==> config.mk <==
export PLATFORM = sky130hd
export DESIGN_NAME = filtered_button_event_fifo
export DESIGN_NICKNAME = d
export VERILOG_FILES = /design/src/design/fbef_pkg.sv /design/src/design/fbef_cell.sv /design/src/design/filtered_button_event_fifo.sv
export SDC_FILE = /design/constraint.sdc
export NUM_CORES = 1
export LEC_CHECK = 0
export BUFFER_PORTS_ARGS = -buffer_cell sky130_fd_sc_hd__buf_4
export CAP_MARGIN = 20
export CORE_UTILIZATION = 52
export DETAILED_ROUTE_END_ITERATION = 8
export PLACE_DENSITY = 0.77
export SYNTH_ARGS = -nofsm -noshare
export SYNTH_HDL_FRONTEND = slang
export SYNTH_SLANG_ARGS = --single-unit
==> constraint.sdc <==
create_clock -name i_clk -period 4.3 [get_ports i_clk]
set_clock_uncertainty 0.1 [all_clocks]
set_input_delay 0.43 -clock i_clk [delete_from_list [all_inputs] [get_ports i_clk]]
set_output_delay 0.43 -clock i_clk [all_outputs]
set_load 0.02 [all_outputs]
==> src/design/fbef_pkg.sv <==
package fbef_pkg;

    localparam int QUEUE_DEPTH  = 64;
    localparam int BUTTON_COUNT = 13;
    localparam int PTR_W        = $clog2(QUEUE_DEPTH);
    localparam int CNT_W        = PTR_W + 1;
    localparam int CODE_W       = 6;
    localparam int BTN_W        = 4;
    localparam int STATE_W      = 2;
    localparam int LIMIT_W      = 8;
    localparam int OP_W         = 2;
    localparam int MASK_W       = 4 * BUTTON_COUNT;

    localparam logic [OP_W-1:0] OP_PUSH  = 2'd0;
    localparam logic [OP_W-1:0] OP_POP   = 2'd1;
    localparam logic [OP_W-1:0] OP_QUERY = 2'd2;

    localparam logic [CODE_W-1:0] CODE_EMPTY    = 6'd0;
    localparam logic [CODE_W-1:0] CODE_OVERFLOW = 6'd1;

    // Broadcast to every cell of the queue
    typedef struct packed {
        logic              shift;
        logic              load;
        logic [PTR_W-1:0]  load_pos;
        logic [CODE_W-1:0] load_code;
    } t_cell_ctl;

endpackage

==> src/design/fbef_cell.sv <==
module fbef_cell (
    input  logic                        i_clk,
    input  fbef_pkg::t_cell_ctl         i_ctl,
    input  logic [fbef_pkg::PTR_W-1:0]  i_cell_idx,
    input  logic [fbef_pkg::CODE_W-1:0] i_next_code,
    output logic [fbef_pkg::CODE_W-1:0] o_code
);
    import fbef_pkg::*;

    logic [CODE_W-1:0] r_code;
    logic [CODE_W-1:0] n_code;

    // Pop moves the whole row one place towards the head; push loads the addressed cell
    always_comb begin
        n_code = r_code;
        if (i_ctl.shift) begin
            n_code = i_next_code;
        end else if (i_ctl.load && (i_ctl.load_pos == i_cell_idx)) begin
            n_code = i_ctl.load_code;
        end
    end

    always_ff @(posedge i_clk) begin
        r_code <= n_code;
    end

    assign o_code = r_code;

endmodule

==> src/design/filtered_button_event_fifo.sv <==
// Filtered button event queue.
// Input channel (i_in_valid / o_in_stall) carries one operation per item:
// push an event (button index, event state), pop the oldest event, or query
// the fill count clipped to i_max_count. A push is kept only if the button's
// interest bit for that state is set in the event mask.
// Output channel (o_out_valid / i_out_stall) returns one item per input item:
// the popped code (0 on empty or for non-pop operations) and the fill count.
// o_out_valid rises in the cycle after acceptance; one item per cycle is
// sustained while the output is taken. The queue is a row of 64 cells with
// the oldest entry at the head; a pop shifts every cell one place in the same
// cycle, a push loads the cell at the fill position.
// The event mask is written through i_cfg_valid / o_cfg_ready / i_cfg_data
// (always ready) and must be written only while the block is idle.
// Reset (synchronous, active low) empties the queue and clears the mask; no
// clearing pass is needed, so items are accepted from the first cycle after.
// While the receiver stalls a waiting result, o_in_stall is raised and the
// result holds.
module filtered_button_event_fifo (
    input  logic                         i_clk,
    input  logic                         i_rst_n,
    input  logic                         i_in_valid,
    output logic                         o_in_stall,
    input  logic [fbef_pkg::OP_W-1:0]    i_op,
    input  logic [fbef_pkg::BTN_W-1:0]   i_button_index,
    input  logic [fbef_pkg::STATE_W-1:0] i_event_state,
    input  logic [fbef_pkg::LIMIT_W-1:0] i_max_count,
    output logic                         o_out_valid,
    input  logic                         i_out_stall,
    output logic [fbef_pkg::CODE_W-1:0]  o_event_code,
    output logic [fbef_pkg::CNT_W-1:0]   o_count,
    input  logic                         i_cfg_valid,
    output logic                         o_cfg_ready,
    input  logic [fbef_pkg::MASK_W-1:0]  i_cfg_data
);
    import fbef_pkg::*;

    logic [MASK_W-1:0] r_mask;
    logic [CNT_W-1:0]  r_fill;
    logic [CNT_W-1:0]  n_fill;
    logic              r_out_valid;
    logic [CODE_W-1:0] r_event_code;
    logic [CNT_W-1:0]  r_count;

    logic              accept;
    logic              btn_ok;
    logic              hit;
    logic              full;
    logic              do_push;
    logic              do_pop;
    logic [BTN_W+STATE_W-1:0] mask_idx;
    logic [BTN_W-1:0]  btn_plus;
    t_cell_ctl         cell_ctl;
    logic [CODE_W-1:0] cell_code [QUEUE_DEPTH];

    assign o_cfg_ready = 1'b1;
    assign o_in_stall  = r_out_valid & i_out_stall;
    assign accept      = i_in_valid & ~o_in_stall;

    assign mask_idx = {i_button_index, i_event_state};
    assign btn_ok   = 32'(i_button_index) < BUTTON_COUNT;
    assign hit      = btn_ok && r_mask[btn_ok ? mask_idx : '0];
    assign full     = (r_fill == CNT_W'(QUEUE_DEPTH));
    assign do_push  = accept && (i_op == OP_PUSH) && hit;
    assign do_pop   = accept && (i_op == OP_POP) && (r_fill != '0);
    assign btn_plus = BTN_W'(i_button_index + 4'd1);

    // When full, overwrite the newest entry with the overflow code
    always_comb begin
        cell_ctl.shift     = do_pop;
        cell_ctl.load      = do_push;
        cell_ctl.load_pos  = full ? PTR_W'(QUEUE_DEPTH - 1) : r_fill[PTR_W-1:0];
        cell_ctl.load_code = full ? CODE_OVERFLOW : {btn_plus, i_event_state};
    end

    always_comb begin
        n_fill = r_fill;
        if (do_push && !full) begin
            n_fill = CNT_W'(r_fill + 1'b1);
        end else if (do_pop) begin
            n_fill = CNT_W'(r_fill - 1'b1);
        end
    end

    genvar g;
    generate
        for (g = 0; g < QUEUE_DEPTH; g++) begin : g_cell
            logic [CODE_W-1:0] next_code;
            if (g == QUEUE_DEPTH - 1) begin : g_tail
                assign next_code = cell_code[g];
            end else begin : g_body
                assign next_code = cell_code[g + 1];
            end
            fbef_cell u_cell (
                .i_clk       (i_clk),
                .i_ctl       (cell_ctl),
                .i_cell_idx  (PTR_W'(g)),
                .i_next_code (next_code),
                .o_code      (cell_code[g])
            );
        end
    endgenerate

    always_ff @(posedge i_clk) begin
        if (!i_rst_n) begin
            r_mask      <= '0;
            r_fill      <= '0;
            r_out_valid <= 1'b0;
        end else begin
            if (i_cfg_valid && o_cfg_ready) begin
                r_mask <= i_cfg_data;
            end
            r_fill <= n_fill;
            if (accept) begin
                r_out_valid <= 1'b1;
            end else if (!i_out_stall) begin
                r_out_valid <= 1'b0;
            end
        end
    end

    // Result payload: hold while stalled
    always_ff @(posedge i_clk) begin
        if (accept) begin
            r_event_code <= do_pop ? cell_code[0] : CODE_EMPTY;
            if ((i_op == OP_QUERY) && (32'(n_fill) > 32'(i_max_count))) begin
                r_count <= CNT_W'(i_max_count);
            end else begin
                r_count <= n_fill;
            end
        end
    end

    assign o_out_valid  = r_out_valid;
    assign o_event_code = r_event_code;
    assign o_count      = r_count;

endmodule

======== After elaboration in Yosys (flattened, before gate mapping) ========
Cells that the tools add are included.
operators by class
  $add $sub $neg .......................... 3
  order comparisons ....................... 3
  eq/ne operators ......................... 67
  muxes and demuxes ....................... 136
  bitwise logic cells ..................... 4
  reduce and logical (&&, ||, !) cells .... 139
operators with widths
  kind                                                 number
  two-way mux 6 bit                                    129
  equality test 6 bit, second input constant           32
  nonzero test 2 bit                                   63
  equality test 6 x 5 -> 1 bit, second input constant  16
  logical AND 1 bit                                    71
  equality test 6 x 4 -> 1 bit, second input constant  8
  equality test 6 x 3 -> 1 bit, second input constant  4
  two-way mux 7 bit                                    3
  equality test 6 x 2 -> 1 bit, second input constant  2
  > comparator 7 x 8 -> 1 bit                          1
  adder 7 x 1 -> 7 bit, second input constant          1
  equality test 7 bit, second input constant           1
  < comparator 6 x 7 -> 1 bit, second input constant   1
  nonzero test 7 bit                                   1
  subtractor 7 x 1 -> 7 bit, second input constant     1
  binary-select mux 1 bit (select 6 bit)               1
  equality test 6 x 1 -> 1 bit, second input constant  1
  logical NOT 6 bit                                    1
  adder 4 x 1 -> 4 bit, second input constant          1
  < comparator 4 bit, second input constant            1
  two-way mux 1 bit                                    3
  bitwise AND 1 bit                                    2
  equality test 2 x 1 -> 1 bit, second input constant  1
  equality test 2 bit, second input constant           1
  other kinds (5)                                      6
word-level totals
  register bits after elaboration ......... 457
  bits of input ports ..................... 73
  output and inout port bits .............. 16
  word-level logic and storage cells ...... 421

======== Longest topological paths before layout ========
  word-level depth ........................ 11
  gate-level depth with buffers ........... 23
  mapped depth without buffers ............ 17

======== Cells and area by module ========
Synthesis repeated with hierarchy kept, for this count alone.
unflattened totals
  cell total of the unflattened synthesis .. 1822
  area, all modules ....................... 24691.2 sq um
modules (own cells, without submodules)
  module                      times used  cells each  area each (sq um)  seq. area each (sq um)
  fbef_cell                   64          22          324.1              180.2
  filtered_button_event_fifo  1           414         3951.3             1591.5

======== Worst setup path before layout ========
OpenSTA, ideal clock, no wires.
  path type ............................... in2reg
  start ................................... in i_button_index[0] (netlist name)
  end ..................................... reg r_count[1], in the netlist o_count[1], data pin
  arrival ................................. 4377 ps
  required time ........................... 3921 ps
  slack ................................... -457 ps
  cell stages on the path ................. 22
  path buffers ............................ 6
  cell sequence ........................... buf_2 clkbuf_1 inv_1 ha_1 and3b_1 clkbuf_2 a2111oi_0 or4_1 nand4_1 a32o_2 buf_6 buf_2 nand3_1 nand3_1 ha_1 nor2b_1 o21a_1 o21ai_0 a21oi_1 o311ai_0 clkbuf_1 a41oi_2
between the ends
  cells in the longest elaborated chain, start to end .. 11
ends and longest elaborated chain
  what                                    RTL line                           text
  start: declaration                      filtered_button_event_fifo.sv:24   input logic [fbef_pkg::BTN_W-1:0] i_button_index,
  < comparator 4 bit                      filtered_button_event_fifo.sv:60   assign btn_ok = 32'(i_button_index) < BUTTON_COUNT;
  two-way mux 6 bit                       filtered_button_event_fifo.sv:61   assign hit = btn_ok && r_mask[btn_ok ? mask_idx : '0];
  binary-select mux 1 bit (select 6 bit)  filtered_button_event_fifo.sv:61
  two-way mux 1 bit                       filtered_button_event_fifo.sv:61
  logical AND 1 bit *                     filtered_button_event_fifo.sv:61
  logical AND 1 bit *                     filtered_button_event_fifo.sv:63   assign do_push = accept && (i_op == OP_PUSH) && hit;
  logical AND 1 bit *                     filtered_button_event_fifo.sv:77   if (do_push && !full) begin
  two-way mux 7 bit *                     filtered_button_event_fifo.sv:77
  via n_fill[1]                           filtered_button_event_fifo.sv:39   logic [CNT_W-1:0] n_fill;
  > comparator 7 x 8 -> 1 bit             filtered_button_event_fifo.sv:125  if ((i_op == OP_QUERY) && (32'(n_fill) > 32'(i_max_count))) begin
  logical AND 1 bit                       filtered_button_event_fifo.sv:125
  two-way mux 7 bit *                     filtered_button_event_fifo.sv:125
  end signal: assignment                  filtered_button_event_fifo.sv:126  r_count <= CNT_W'(i_max_count);
  end signal: assignment                  filtered_button_event_fifo.sv:128  r_count <= n_fill;
  end: declaration                        filtered_button_event_fifo.sv:42   logic [CNT_W-1:0] r_count;
The timed path passes the listed nets; every way through them passes the cells marked *. The select of a mux whose other input is x is not followed.
A chain may end at the register's enable or synchronous reset.

======== Final worst setup path ========
  start ................................... reg r_fill[1]
  end ..................................... reg r_count[5], in the netlist o_count[5], data pin
between the ends
  cells in the longest elaborated chain, start to end .. 7
  elaborated cells on any way between the ends .. 12
  those cells by class .................... add/sub: 2; order compare: 1; eq/ne: 1; mux: 3; reduce/logical: 5
ends and longest elaborated chain
  what                                                               RTL line                           text
  start: declaration                                                 filtered_button_event_fifo.sv:38   logic [CNT_W-1:0] r_fill;
  start signal: assignment                                           filtered_button_event_fifo.sv:112  r_fill <= n_fill;
  branches (longest 3 deep; another with subtractor 7 x 1 -> 7 bit)  -
  two-way mux 7 bit *                                                filtered_button_event_fifo.sv:77
  via n_fill[2]                                                      filtered_button_event_fifo.sv:39
  > comparator 7 x 8 -> 1 bit *                                      filtered_button_event_fifo.sv:125
  logical AND 1 bit *                                                filtered_button_event_fifo.sv:125
  two-way mux 7 bit *                                                filtered_button_event_fifo.sv:125
Mark *: on every way through the listed nets, which the timed path passes.

==> flow_results.xml <==
<?xml version="1.0" encoding="UTF-8"?>
<metrics>
  <group name="outcome">
    <metric name="outcome" unit="">completed</metric>
  </group>
  <group name="global_routing">
    <metric name="via_count_of_the_first_global_routing_pass" unit="">11965</metric>
    <metric name="globalRoute.totalOverflow" unit="">0</metric>
    <metric name="groute.usage.overall" unit="">0.210</metric>
    <metric name="antenna_violations_before_repair" unit="">0</metric>
    <metric name="grt_pass1_wl" unit="mm">62.9</metric>
    <metric name="maximum_number_of_pins_on_one_net_before_global_route_repair" unit="">220</metric>
  </group>
  <group name="synth">
    <metric name="synth_enable_flop_cells" unit="">397</metric>
    <metric name="avgSynthCellArea" unit="µm²">14.0</metric>
    <metric name="synth_nets" unit="">1456</metric>
    <metric name="synthArstFlopShare" unit="">0</metric>
    <metric name="synth.yosys.warnings" unit="">0</metric>
    <metric name="postSynthRegisterBits" unit="">457</metric>
    <metric name="ys_seq_area_frac" unit="">0.685</metric>
    <metric name="synth_area" unit="µm²">19100</metric>
    <metric name="post_synth_inst_count" unit="">1370</metric>
    <metric name="yosys.cell_types.count" unit="">67</metric>
    <metric name="ys_dominant_reg_cell" unit="">sky130_fd_sc_hd__edfxtp_1</metric>
  </group>
  <group name="finish">
    <metric name="n_fill_cell" unit="">2636</metric>
    <metric name="final_net_count" unit="">1592</metric>
    <metric name="seqCellArea" unit="µm²">13100</metric>
    <metric name="utilization" unit="">0.624</metric>
    <metric name="layout-drive-gt1-share" unit="">0.170</metric>
    <metric name="multi_input_gate_area" unit="µm²">5540</metric>
    <metric name="post_synthesis_to_final_layout_area_growth" unit="%">17.1</metric>
    <metric name="antennaDiodeCount" unit="">0</metric>
    <metric name="instances_no_fill" unit="">1999</metric>
  </group>
  <group name="cts">
    <metric name="clk_transition_reported_paths" unit="ns">0.06</metric>
    <metric name="cts_buffer_depth" unit="">3</metric>
    <metric name="post_cts_buffers" unit="">0</metric>
    <metric name="tritoncts.num_buffers" unit="">45</metric>
    <metric name="htreeDepth" unit="">2</metric>
    <metric name="cts-root-buf" unit="">sky130_fd_sc_hd__clkbuf_16</metric>
    <metric name="cts_sinks" unit="">457</metric>
    <metric name="insertion_delay" unit="ns">0.57</metric>
    <metric name="cts_tree" unit="">done</metric>
  </group>
  <group name="worst_setup_path">
    <metric name="timing.critical_path.arrival" unit="ns">4.21</metric>
    <metric name="worstPathRequired" unit="ns">4.51</metric>
    <metric name="ff2ff_path_depth" unit="">14</metric>
    <metric name="worstSetupStartpointType" unit="">register</metric>
    <metric name="critical_path_class" unit="">register to register</metric>
    <metric name="endpoint_kind" unit="">register</metric>
    <metric name="timing.critical_path.fanout_max" unit="">10</metric>
  </group>
  <group name="sta">
    <metric name="layout_setup_ws" unit="ns">0.297</metric>
    <metric name="fin_setup_tns" unit="ns">0</metric>
    <metric name="finalCritPeriodShare" unit="">0.931</metric>
    <metric name="min_period" unit="ns">4.00</metric>
    <metric name="max_freq" unit="MHz">250</metric>
    <metric name="setup_violators_final" unit="">0</metric>
    <metric name="worstMarginPinSlew" unit="ns">1.05</metric>
    <metric name="rsz0062_at_grt" unit="">false</metric>
    <metric name="maxSlewHeadroom" unit="">0.303</metric>
    <metric name="final_max_slew_viols" unit="">0</metric>
    <metric name="timing_hold_violations_final" unit="">0</metric>
  </group>
  <group name="drt">
    <metric name="route.final.wire_length" unit="mm">39.2</metric>
    <metric name="wl_met3" unit="mm">2.41</metric>
    <metric name="routed.top_layer" unit="">met4</metric>
    <metric name="wl_met1" unit="mm">16.4</metric>
    <metric name="vias" unit="">11764</metric>
    <metric name="detailroute.wirelength.met2" unit="mm">19.6</metric>
    <metric name="route.antenna.remaining_nets" unit="">0</metric>
    <metric name="drt_iter0_markers" unit="">1099</metric>
    <metric name="post_drt_wl_per_cell" unit="µm">19.6</metric>
    <metric name="pre_antenna_drt_iters" unit="">5</metric>
    <metric name="drc" unit="">0</metric>
    <metric name="vias_per_cell" unit="">5.88</metric>
  </group>
  <group name="floorplan">
    <metric name="starting_density" unit="">0.533</metric>
    <metric name="core_region_area" unit="µm²">35900</metric>
    <metric name="dieHeight" unit="µm">194</metric>
    <metric name="fp.dieArea" unit="µm²">37600</metric>
    <metric name="std_cell_rows" unit="">69</metric>
    <metric name="die_w" unit="µm">194</metric>
    <metric name="boundaryPins" unit="">89</metric>
  </group>
  <group name="place">
    <metric name="place.detailed.hpwl" unit="mm">23.2</metric>
    <metric name="pre_cts_worst_setup_slack" unit="ns">-0.0304</metric>
    <metric name="buffer_ports.inserted" unit="">87</metric>
    <metric name="post-place-cells" unit="">1884</metric>
    <metric name="gp_congestion" unit="">0.878</metric>
  </group>
  <group name="pwr">
    <metric name="leakagePower" unit="nW">9.43</metric>
    <metric name="power.density_cell_area" unit="nW/µm²">421</metric>
    <metric name="irDropWorstVdd" unit="mV">0.280</metric>
  </group>
  <group name="flow_run">
    <metric name="max_cap_viol_count" unit="">0</metric>
  </group>
  <group name="worst_hold_path">
    <metric name="hold-path-cell-count" unit="">3</metric>
    <metric name="hold_class" unit="">primary input to register</metric>
  </group>
</metrics>
per-stage QoR:
| stage | cell area [µm²] | power [mW] | hold WS, ns |
|---|---|---|---|
| final | 22400 | 9.43 | 0.0177 |
| after global routing | 22400 | 9.77 | 0.00562 |
| after CTS | 22400 | 9.51 | 0.000278 |
| after detailed placement | 20700 | 5.87 | 0.381 |
| after global placement | 20700 | 5.85 | 0.374 |
| after floorplan | 19200 | 5.61 | 0.352 |
cell usage in the layout, fill, tap and decap left out, drive strengths merged, types with 4 or more instances in the layout:
cell | netlist | layout
dlygate4sd3 | 0 | 36
edfxtp | 397 | 397
nor2 | 70 | 70
nand3 | 21 | 21
nand2 | 29 | 29
o21ai | 74 | 74
buf | 12 | 178
mux2i | 62 | 62
clkinv | 1 | 22
ha | 13 | 13
nand4 | 7 | 7
inv | 19 | 19
nor2b | 7 | 7
mux4 | 5 | 5
a21oi | 5 | 5
a21o | 316 | 316
o21a | 65 | 65
xnor2 | 6 | 6
clkbuf | 113 | 57
a22oi | 6 | 6
nor3 | 9 | 9
dfxtp | 60 | 60
a211oi | 4 | 4
and2 | 10 | 10
a31oi | 5 | 5
critical path, cell delays in order, from the launching register on:
cell                       delay, ns
sky130_fd_sc_hd__dfxtp_1        0.42
sky130_fd_sc_hd__inv_1          0.15
sky130_fd_sc_hd__ha_1           0.21
sky130_fd_sc_hd__nand2_1        0.21
sky130_fd_sc_hd__or3_1          0.54
sky130_fd_sc_hd__and2_1         0.27
sky130_fd_sc_hd__a22oi_1        0.28
sky130_fd_sc_hd__xnor2_1        0.17
sky130_fd_sc_hd__ha_1           0.27
sky130_fd_sc_hd__nand3_1        0.08
sky130_fd_sc_hd__nor2_1         0.05
sky130_fd_sc_hd__nor4b_1        0.34
sky130_fd_sc_hd__o311a_1        0.43
sky130_fd_sc_hd__a2111o_1       0.15
sky130_fd_sc_hd__nand3_1        0.06
cells in the mapped netlist (7+ instances only):
master,n,area share
sky130_fd_sc_hd__dfxtp_1,60,0.063
sky130_fd_sc_hd__nor3_1,7,0.0018
sky130_fd_sc_hd__clkbuf_1,112,0.022
sky130_fd_sc_hd__nor2_1,70,0.014
sky130_fd_sc_hd__nand4_1,7,0.0023
sky130_fd_sc_hd__ha_1,13,0.0085
sky130_fd_sc_hd__and2_1,10,0.0033
sky130_fd_sc_hd__nor2b_1,7,0.0023
sky130_fd_sc_hd__inv_1,18,0.0035
sky130_fd_sc_hd__nand3_1,21,0.0055
sky130_fd_sc_hd__edfxtp_1,397,0.62
sky130_fd_sc_hd__buf_2,7,0.0018
sky130_fd_sc_hd__o21ai_0,74,0.019
sky130_fd_sc_hd__nand2_1,29,0.0057
sky130_fd_sc_hd__o21a_1,65,0.025
sky130_fd_sc_hd__mux2i_1,62,0.032
sky130_fd_sc_hd__a21o_1,316,0.12
cell families (layout without fill, tap and decap cells):
group | Yosys count | count (layout) | share of synthesized area
buffers and inverters | 145 | 313 | 0.0299
AOI/OAI and AO/OA | 501 | 501 | 0.189
xor gates and xnor gates | 7 | 7 | 0.00320
and+or+nand+nor | 177 | 177 | 0.0449
adders and majority gates | 13 | 13 | 0.00849
other | 1 | 1 | 0.000196
DFF | 457 | 457 | 0.685
muxes | 69 | 69 | 0.0395
registers in the layout (all words and copies together), names as in the netlist:
signal	flops
g_cell.u_cell.o_code	384
r_mask	52
o_count	7
r_fill	7
o_event_code	6
o_out_valid	1
area by class of cell:
| type | instances | share of cell area |
|---|---|---|
| clock buffers | 57 | 0.0531 |
| clock inverters | 22 | 0.00714 |
| flip-flops and latches | 457 | 0.585 |
| well taps | 461 | 0.0257 |
| inverters | 20 | 0.00335 |
| multi-input cells | 768 | 0.247 |
| repair buffers | 214 | 0.0779 |
worst paths after layout:
kind	start	endpoint	slack (ns)
max	r_fill[1]	o_count[5]	0.30
min	i_cfg_data[14]	r_mask[14]	0.02
max reg2reg	r_fill[1]	o_count[5]	0.30
min reg2reg	r_mask[44]	r_mask[44]	0.40
power breakdown:
part	total, mW	switching [mW]	internal [mW]
clock network	3.62	1.60	2.02
registers	5.01	0.0395	4.97
logic	0.795	0.423	0.373
total	9.43	2.06	7.37
per-layer routing:
| layer | vias up | global-route usage |
|---|---|---|
| li1 | 5421 | - |
| met1 | 5925 | 0.273 |
| met2 | 362 | 0.362 |
| met3 | 56 | 0.0424 |
| met4 | 0 | 0.0550 |
| met5 | - | 0 |
timing repair:
item | 4_1_cts | 5_1_grt
endpoints found under the hold margin | 35 | 1
setup endpoints to repair | 0 | 1
gates resized for setup | 0 | 1
hold buffers | 35 | 1
Power figures use the tool's default switching activity.
